### config.mk
export PLATFORM = sky130hd
export DESIGN_NAME = imeh_ctrl
export DESIGN_NICKNAME = d
export VERILOG_FILES = /design/src/hw/rtl/imeh_pkg.sv /design/src/hw/rtl/imeh_ctrl.sv
export SDC_FILE = /design/constraint.sdc
export NUM_CORES = 1
export LEC_CHECK = 0
export ABC_AREA = 1
export BUFFER_PORTS_ARGS = -buffer_cell sky130_fd_sc_hd__buf_2
export CAP_MARGIN = 0
export CORE_AREA = 4 4 41 43
export CTS_BUF_LIST = sky130_fd_sc_hd__clkbuf_16
export DETAILED_ROUTE_END_ITERATION = 8
export DIE_AREA = 0 0 45 47
export GPL_ROUTABILITY_DRIVEN = 0
export PLACE_DENSITY = 0.84
export SKIP_LAST_GASP = 1
export SYNTH_ARGS = -nofsm -noshare
export SYNTH_HDL_FRONTEND = slang
export SYNTH_SLANG_ARGS = --single-unit
### constraint.sdc
create_clock -name clock -period 1.95 [get_ports clock]
set_input_delay 0.2925 -clock clock [delete_from_list [all_inputs] [get_ports clock]]
set_output_delay 0.2925 -clock clock [all_outputs]
set_load 0.005 [all_outputs]
### src/hw/rtl/imeh_pkg.sv
// Shared types and constants of the indexed max event heap.
package imeh_pkg;

   // Handle space: handles are never reused
   localparam int HANDLES = 1024;
   localparam int HW      = 10;

   typedef enum logic [1:0] {
      ACT_INSERT,
      ACT_POP,
      ACT_REMOVE,
      ACT_UNUSED
   } action_type;

   typedef enum logic [2:0] {
      ST_OK,
      ST_EMPTY,
      ST_FULL,
      ST_EXHAUSTED,
      ST_DEAD
   } rsp_status_type;

   // One heap entry: key, payload and the handle it was given
   typedef struct packed {
      logic signed [31:0] key;
      logic signed [31:0] center_x;
      logic signed [31:0] center_y;
      logic [15:0]        leaf_ref;
      logic               event_kind;
      logic [HW-1:0]      handle;
   } node_type;

   typedef struct packed {
      rsp_status_type     status;
      logic [HW-1:0]      assigned_id;
      logic signed [31:0] top_key;
      logic signed [31:0] top_center_x;
      logic signed [31:0] top_center_y;
      logic [15:0]        top_leaf_ref;
      logic               top_event_kind;
   } rsp_word_type;

   // Datapath operations issued by the controller, one per cycle
   typedef enum logic [4:0] {
      OP_NOP,
      OP_CAPTURE,
      OP_SET_STATUS,
      OP_INS_START,
      OP_POP_START,
      OP_POP_TOP,
      OP_TAKE_LAST,
      OP_RD_HANDLE,
      OP_REM_START,
      OP_REM_OLD,
      OP_RD_PARENT,
      OP_MOVE_PARENT,
      OP_RD_LEFT,
      OP_LATCH_LEFT,
      OP_MOVE_CHILD,
      OP_PLACE,
      OP_PUBLISH
   } dp_op_type;

   typedef struct packed {
      dp_op_type      op;
      rsp_status_type code;
   } dp_cmd_type;

   typedef struct packed {
      action_type action;
      logic       full;
      logic       exhausted;
      logic       empty;
      logic       live_ok;
      logic       is_last;
      logic       grows;
      logic       at_root;
      logic       up_swap;
      logic       has_left;
      logic       down_stay;
   } dp_stat_type;

endpackage

### src/hw/rtl/imeh_ctrl.sv
// Heap controller: sequences insert, pop and remove over the datapath.
module imeh_ctrl import imeh_pkg::*; (
   input  logic        clock,
   input  logic        reset,
   input  logic        req_valid,
   output logic        req_ready,
   output logic        rsp_valid,
   input  logic        rsp_ready,
   output dp_cmd_type  cmd,
   input  dp_stat_type stat
);

   typedef enum logic [4:0] {
      S_IDLE,
      S_DECODE,
      S_POP1,
      S_POP2,
      S_REM1,
      S_REM2,
      S_REM3,
      S_REM4,
      S_UP,
      S_UP2,
      S_DOWN,
      S_DOWN2,
      S_DOWN3,
      S_RESP
   } state_type;

   state_type state_ff, state_in;
   logic      rsp_valid_ff, rsp_valid_in;

   assign req_ready = state_ff == S_IDLE;
   assign rsp_valid = rsp_valid_ff;

   // next state and datapath operation
   always_comb begin
      state_in     = state_ff;
      rsp_valid_in = rsp_valid_ff && !rsp_ready;
      cmd.op       = OP_NOP;
      cmd.code     = ST_OK;
      case (state_ff)
         S_IDLE: begin
            if (req_valid) begin
               cmd.op   = OP_CAPTURE;
               state_in = S_DECODE;
            end
         end
         S_DECODE: begin
            case (stat.action)
               ACT_INSERT: begin
                  if (stat.full) begin
                     cmd.op   = OP_SET_STATUS;
                     cmd.code = ST_FULL;
                     state_in = S_RESP;
                  end else if (stat.exhausted) begin
                     cmd.op   = OP_SET_STATUS;
                     cmd.code = ST_EXHAUSTED;
                     state_in = S_RESP;
                  end else begin
                     cmd.op   = OP_INS_START;
                     state_in = S_UP;
                  end
               end
               ACT_POP: begin
                  if (stat.empty) begin
                     cmd.op   = OP_SET_STATUS;
                     cmd.code = ST_EMPTY;
                     state_in = S_RESP;
                  end else begin
                     cmd.op   = OP_POP_START;
                     state_in = S_POP1;
                  end
               end
               ACT_REMOVE: begin
                  cmd.op   = OP_RD_HANDLE;
                  state_in = S_REM1;
               end
               default: begin
                  state_in = S_RESP;
               end
            endcase
         end
         S_POP1: begin
            cmd.op   = OP_POP_TOP;
            state_in = S_POP2;
         end
         S_POP2: begin
            if (stat.empty) begin
               state_in = S_RESP;
            end else begin
               cmd.op   = OP_TAKE_LAST;
               state_in = S_DOWN;
            end
         end
         S_REM1: begin
            if (stat.live_ok) begin
               cmd.op   = OP_REM_START;
               state_in = S_REM2;
            end else begin
               cmd.op   = OP_SET_STATUS;
               cmd.code = ST_DEAD;
               state_in = S_RESP;
            end
         end
         S_REM2: begin
            cmd.op   = OP_REM_OLD;
            state_in = S_REM3;
         end
         S_REM3: begin
            if (stat.is_last) begin
               state_in = S_RESP;
            end else begin
               cmd.op   = OP_TAKE_LAST;
               state_in = S_REM4;
            end
         end
         S_REM4: begin
            state_in = stat.grows ? S_UP : S_DOWN;
         end
         S_UP: begin
            if (stat.at_root) begin
               cmd.op   = OP_PLACE;
               state_in = S_RESP;
            end else begin
               cmd.op   = OP_RD_PARENT;
               state_in = S_UP2;
            end
         end
         S_UP2: begin
            if (stat.up_swap) begin
               cmd.op   = OP_MOVE_PARENT;
               state_in = S_UP;
            end else begin
               cmd.op   = OP_PLACE;
               state_in = S_RESP;
            end
         end
         S_DOWN: begin
            if (stat.has_left) begin
               cmd.op   = OP_RD_LEFT;
               state_in = S_DOWN2;
            end else begin
               cmd.op   = OP_PLACE;
               state_in = S_RESP;
            end
         end
         S_DOWN2: begin
            cmd.op   = OP_LATCH_LEFT;
            state_in = S_DOWN3;
         end
         S_DOWN3: begin
            if (stat.down_stay) begin
               cmd.op   = OP_PLACE;
               state_in = S_RESP;
            end else begin
               cmd.op   = OP_MOVE_CHILD;
               state_in = S_DOWN;
            end
         end
         S_RESP: begin
            // publish once the output register is free
            if (!rsp_valid_ff || rsp_ready) begin
               cmd.op       = OP_PUBLISH;
               rsp_valid_in = 1'b1;
               state_in     = S_IDLE;
            end
         end
         default: begin
            state_in = S_IDLE;
         end
      endcase
   end

   // hold state and response valid
   always_ff @(posedge clock) begin
      if (reset) begin
         state_ff     <= S_IDLE;
         rsp_valid_ff <= 1'b0;
      end else begin
         state_ff     <= state_in;
         rsp_valid_ff <= rsp_valid_in;
      end
   end

endmodule

==> impl_metrics.yaml, run 1 <==
sta:
  finalClockSkew_ns: 0.000780
  setup_viol: 0
  rsz0062_at_grt: "no"
  timing.final.crit_period_ns: 1.77
  hold_slack_ns: 0.290
  max_slew.worst_pin.slew_ns: 0.264
  fin_crit_sh_pct: 90.7
  tns_ns: 0
  hold_viol: 0
  drv_slew: 0
  fmax_ghz: 0.566
  slew_headroom_pct: 82.3
  setup_slack_ns: 0.182
setup_path:
  critPathCaptureType: "primary output"
  worstPathArrival_ns: 1.48
  cp_slowest_stage_delay_ns: 0.39
  cp-start-kind: "flop"
  required_ns: 1.66
  cp_max_fo: 5
  crit_type: "flop to primary output"
  crit_path_top_delay_cell: "dfxtp_1"
  worstPathCellList: "inv_1 -> nand2_2 -> inv_1 -> nand2_1 -> nand2_1 -> a21oi_1 -> nand3_1 -> buf_2"
synthesis:
  ys.warnings.count: 0
  synth_seq_cells: 5
  post_synth_inst_count: 120
  synth_nets: 136
  synth_seq_area_share_pct: 15.9
  syn_area_per_cell_um2: 5.23
  yosysUniqueCellTypes: 19
  synth_area_um2: 628
power:
  pwr_density_cell_mw_per_mm2: 1240
  p_comb_share_pct: 52.9
  clockPowerShare_pct: 30.9
  p_sw_share_pct: 42.6
  seqPwrFrac_pct: 16.2
  p_leak_uw: 0.000500
  p_int_uw: 609
  switching_power_uw: 452
  peakVddDrop_mv: 0.961
place:
  place_ws_ns: 0.406
  io_buffer_count: 25
  dpl_cell_area_um2: 772
  dpl.hpwl_um: 1590
die:
  floorplan.die.height_um: 47
  die_w_um: 45
  core_area_mm2: 0.00130
  start_util_pct: 48.3
  io_pins: 26
  num_rows: 13
  dieArea_mm2: 0.00212
final_layout:
  multi_input_area_um2: 455
  syn2layout_area_growth_pct: 35.9
  fill_cells: 128
  final_layout_size_suffix_gt1_share_pct: 24.2
  ff_latch_area_um2: 100
  final_common_cell: "nand2_1"
  fin_util_pct: 65.6
  finalNetCount: 166
  layout_common_cells: "35 x nand2_1, 25 x buf_2, 20 x inv_1"
  post-route-cell-area_um2: 853
  num_antenna_cells: 0
detailed_routing:
  firstDrtPassIters: 4
  wirelength_um: 1940
  drc: 0
  wire_per_inst_um: 11.8
  ant_nets: 0
  vias: 880
  vias_per_cell: 5.37
  drt_iter0_drc: 43
cts:
  root_buffer: "clkbuf_16"
  cts-resized-gates: 0
  clk_latency_ns: 0.22
  clkSlewWorstSetupHoldPaths_ns: 0.03
  cts_tree: "built"
  clock_path_buffers: 2
  postCtsSetupBuffers: 0
  htree_levels: 1
  cts_inserted_buffers: 3
  cts.sinks: 5
  ctsHoldBuffers: 0
hold_path:
  hp-class: "input port to flop"
grt:
  grt_max_degree: 8
  antenna_found_initial: 0
  grt_pass1_vias: 810
  grt_overflow: 0
  track_usage_pct: 20.6
  grt_pass1_wl_um: 3280
job:
  maxCapViolations: 0
run_status:
  status: "finished, final reports clean"
[critical path, delay by kind of cell (launching register included)]
kind | cells | cell delay, ns
DFF | 1 | 0.39
and+or+nand+nor | 4 | 0.40
AOI/OAI and AO/OA | 1 | 0.12
buffers and inverters | 3 | 0.34
[cells in the mapped netlist]
cell / instances / share of area, %
a21oi_1: 11 / 8.8
o21ai_0: 3 / 2.4
and3_1: 1 / 1.0
a31oi_1: 2 / 2.0
nor4_1: 1 / 1.0
nand2_2: 2 / 2.0
nor2_4: 3 / 5.4
nor2_1: 16 / 9.6
inv_1: 19 / 11
nand3_1: 12 / 9.6
o22ai_1: 1 / 1.0
nand3b_1: 2 / 2.4
nand4_1: 2 / 2.0
nand2_1: 35 / 21
inv_2: 1 / 0.60
dfxtp_1: 5 / 16
nor2_2: 1 / 1.0
nor3_1: 1 / 0.80
o211ai_1: 2 / 2.4
[layout make-up]
class | count | area share, %
clock buffer | 3 | 8.80
clock inverter | 1 | 0.440
inverter | 20 | 8.80
multi-input combinational | 95 | 53.4
sequential | 5 | 11.7
tap | 15 | 2.20
timing repair buffer | 25 | 14.7
[worst paths after layout]
kind               start  cells past startpoint  slack, ns           to
max          state_ff[1]                      8       0.18       cmd[3]
min                reset                      2       0.29  state_ff[2]
max reg2reg  state_ff[0]                      9       0.56  state_ff[3]
min reg2reg    rsp_valid                      2       0.50    rsp_valid
[kinds of logic after synthesis]
| logic type | count (synthesis) | share of synthesized area, % |
|---|---|---|
| buffers and inverters | 20 | 12.0 |
| DFF | 5 | 15.9 |
| and+or+nand+nor | 76 | 55.6 |
| AOI/OAI and AO/OA | 19 | 16.5 |
[metal layers]
| metal | global-route usage [%] | share of wire (%) | vias to the layer above |
|---|---|---|---|
| met2 | 33.3 | 45 | 53 |
| met1 | 26.0 | 43 | 380 |
| li1 | - | - | 445 |
| met3 | 7.66 | 12 | 2 |
| met5 | 0 | 0 | - |
| met4 | 5.26 | 0.72 | 0 |
[through the flow]
step	power, µW	instances
after detailed placement	725	160
after CTS	1060	164
after floorplan	548	120
final	1060	164
after global placement	716	160
after global routing	1150	164
[sequential cells by signal (all words and copies together) (netlist names)]
| register | cells |
|---|---|
| rsp_valid | 1 |
| state_ff | 4 |
[power groups by stage]
stage                     Combinational, µW  Clock [µW]  Sequential (µW)
after global placement                  545           0              171
after global routing                    635         341              176
after floorplan                         383           0              165
after detailed placement                553           0              172
final                                   561         329              172
after CTS                               557         333              170
Power figures use the tool's default switching activity.
==> inputs of run 2 (changes only) <==
--- a/config.mk
+++ b/config.mk
@@ -8,12 +8,12 @@
 export ABC_AREA = 1
 export BUFFER_PORTS_ARGS = -buffer_cell sky130_fd_sc_hd__buf_2
 export CAP_MARGIN = 0
-export CORE_AREA = 4 4 41 43
+export CORE_MARGIN = 4
+export CORE_UTILIZATION = 44
 export CTS_BUF_LIST = sky130_fd_sc_hd__clkbuf_16
 export DETAILED_ROUTE_END_ITERATION = 8
-export DIE_AREA = 0 0 45 47
 export GPL_ROUTABILITY_DRIVEN = 0
-export PLACE_DENSITY = 0.84
+export PLACE_DENSITY = 0.79
 export SKIP_LAST_GASP = 1
 export SYNTH_ARGS = -nofsm -noshare
 export SYNTH_HDL_FRONTEND = slang
==> impl_metrics.yaml, run 2 (synthesized netlist as in run 1, its figures left out) <==
detailed_routing:
  drc: 0
  wirelength_um: 2070
  vias_per_cell: 5.43
  drt_iter0_drc: 47
  wire_per_inst_um: 12.6
  firstDrtPassIters: 4
  vias: 891
  ant_nets: 0
final_layout:
  final_layout_size_suffix_gt1_share_pct: 24.8
  largest_register: "state_ff"
  largest_reg_flops: 4
  final_common_cell: "nand2_1"
  num_antenna_cells: 0
  finalNetCount: 166
  layout_common_cells: "35 x nand2_1, 25 x buf_2, 20 x inv_1"
  syn2layout_area_growth_pct: 36.1
  instances_no_fill: 164
die:
  dieArea_mm2: 0.00210
  die_w_um: 45.8
  io_pins: 26
  start_util_pct: 47.7
  floorplan.die.height_um: 45.8
  core_area_mm2: 0.00132
  num_rows: 13
grt:
  antenna_found_initial: 0
  track_usage_pct: 21.4
  grt_overflow: 0
  grt_max_degree: 8
  grt_pass1_wl_um: 3330
  grt_pass1_vias: 813
job:
  maxCapViolations: 0
sta:
  fin_crit_sh_pct: 92.2
  drv_slew: 0
  fmax_ghz: 0.556
  timing.final.crit_period_ns: 1.80
  hold_slack_ns: 0.279
  tns_ns: 0
  finalClockSkew_ns: 0.00120
  setup_viol: 0
  max_slew.worst_pin.slew_ns: 0.287
  slew_headroom_pct: 80.8
  rsz0062_at_grt: "yes"
  setup_slack_ns: 0.153
  hold_viol: 0
power:
  peakVddDrop_mv: 0.713
  pwr_density_cell_mw_per_mm2: 1280
  p_leak_uw: 0.000501
setup_path:
  cp_slowest_stage_delay_ns: 0.38
  reg2regPathDepth: 9
  worstPathCellList: "inv_1 -> nand2_2 -> inv_1 -> nand2_1 -> nand2_1 -> a21oi_1 -> nand3_1 -> buf_2"
  cp-start-kind: "flop"
  critPathCaptureType: "primary output"
  worstPathArrival_ns: 1.50
  crit_path_top_delay_cell: "dfxtp_1"
  required_ns: 1.66
  cp_max_fo: 4
  crit_type: "flop to primary output"
cts:
  cts_inserted_buffers: 3
  clock_path_buffers: 2
  root_buffer: "clkbuf_16"
  clk_latency_ns: 0.23
  cts.sinks: 5
  htree_levels: 1
  cts_tree: "built"
  clkSlewWorstSetupHoldPaths_ns: 0.03
place:
  place_ws_ns: 0.333
  placedCellCount: 160
  dpl.hpwl_um: 1610
  io_buffer_count: 25
hold_path:
  hp-class: "input port to flop"
  hold_depth: 2
run_status:
  status: "finished, final reports clean"
run 2: layout make-up:
class | instances | area, µm²
clock inverter | 1 | 3.75
timing repair buffer | 25 | 125
inverter | 20 | 75.1
tap | 15 | 18.8
multi-input combinational | 95 | 455
clock buffer | 3 | 75.1
sequential | 5 | 101
fill | 108 | 463
run 2: repair_timing:
action | CTS | global route
hold buffers | 0 | 0
setup buffers | 0 | 0
setup endpoints to repair | 0 | 2
gates resized for setup | 0 | 2
run 2: report_power, final:
| group | internal [µW] | total [µW] | switching, µW |
|---|---|---|---|
| Clock | 265 | 330 | 65.0 |
| Combinational | 213 | 582 | 369 |
| Sequential | 132 | 177 | 45.4 |
| Total | 611 | 1090 | 479 |
run 2: through the flow:
stage | area [µm²] | utilization, % | total power [µW]
after floorplan | 628 | - | 548
after global placement | 772 | 58.6 | 719
after detailed placement | 772 | 58.6 | 733
after CTS | 851 | 64.6 | 1080
after global routing | 855 | 64.9 | 1180
final | 855 | 64.9 | 1090
run 2: final timing paths:
path	end	start	slack, ns
worst min register to register	rsp_valid	rsp_valid	0.50
worst max register to register	state_ff[3]	state_ff[0]	0.53
worst max-delay path	cmd[3]	state_ff[3]	0.15
worst min-delay path	state_ff[1]	reset	0.28
run 2: layer usage:
| metal | GRT usage (%) | wire length (µm) | vias to the layer above |
|---|---|---|---|
| li1 | - | - | 448 |
| met4 | 11.9 | 56 | 0 |
| met2 | 33.7 | 918 | 49 |
| met5 | 0 | 0 | - |
| met1 | 27.4 | 925 | 386 |
| met3 | 3.56 | 168 | 8 |
run 2: critical path: cells and delay by family (launching register included):
| kind | cells | cell delay, ns |
|---|---|---|
| AO/OA/AOI/OAI | 1 | 0.13 |
| buffers and inverters | 3 | 0.34 |
| flip-flops | 1 | 0.38 |
| AND/OR/NAND/NOR | 4 | 0.42 |
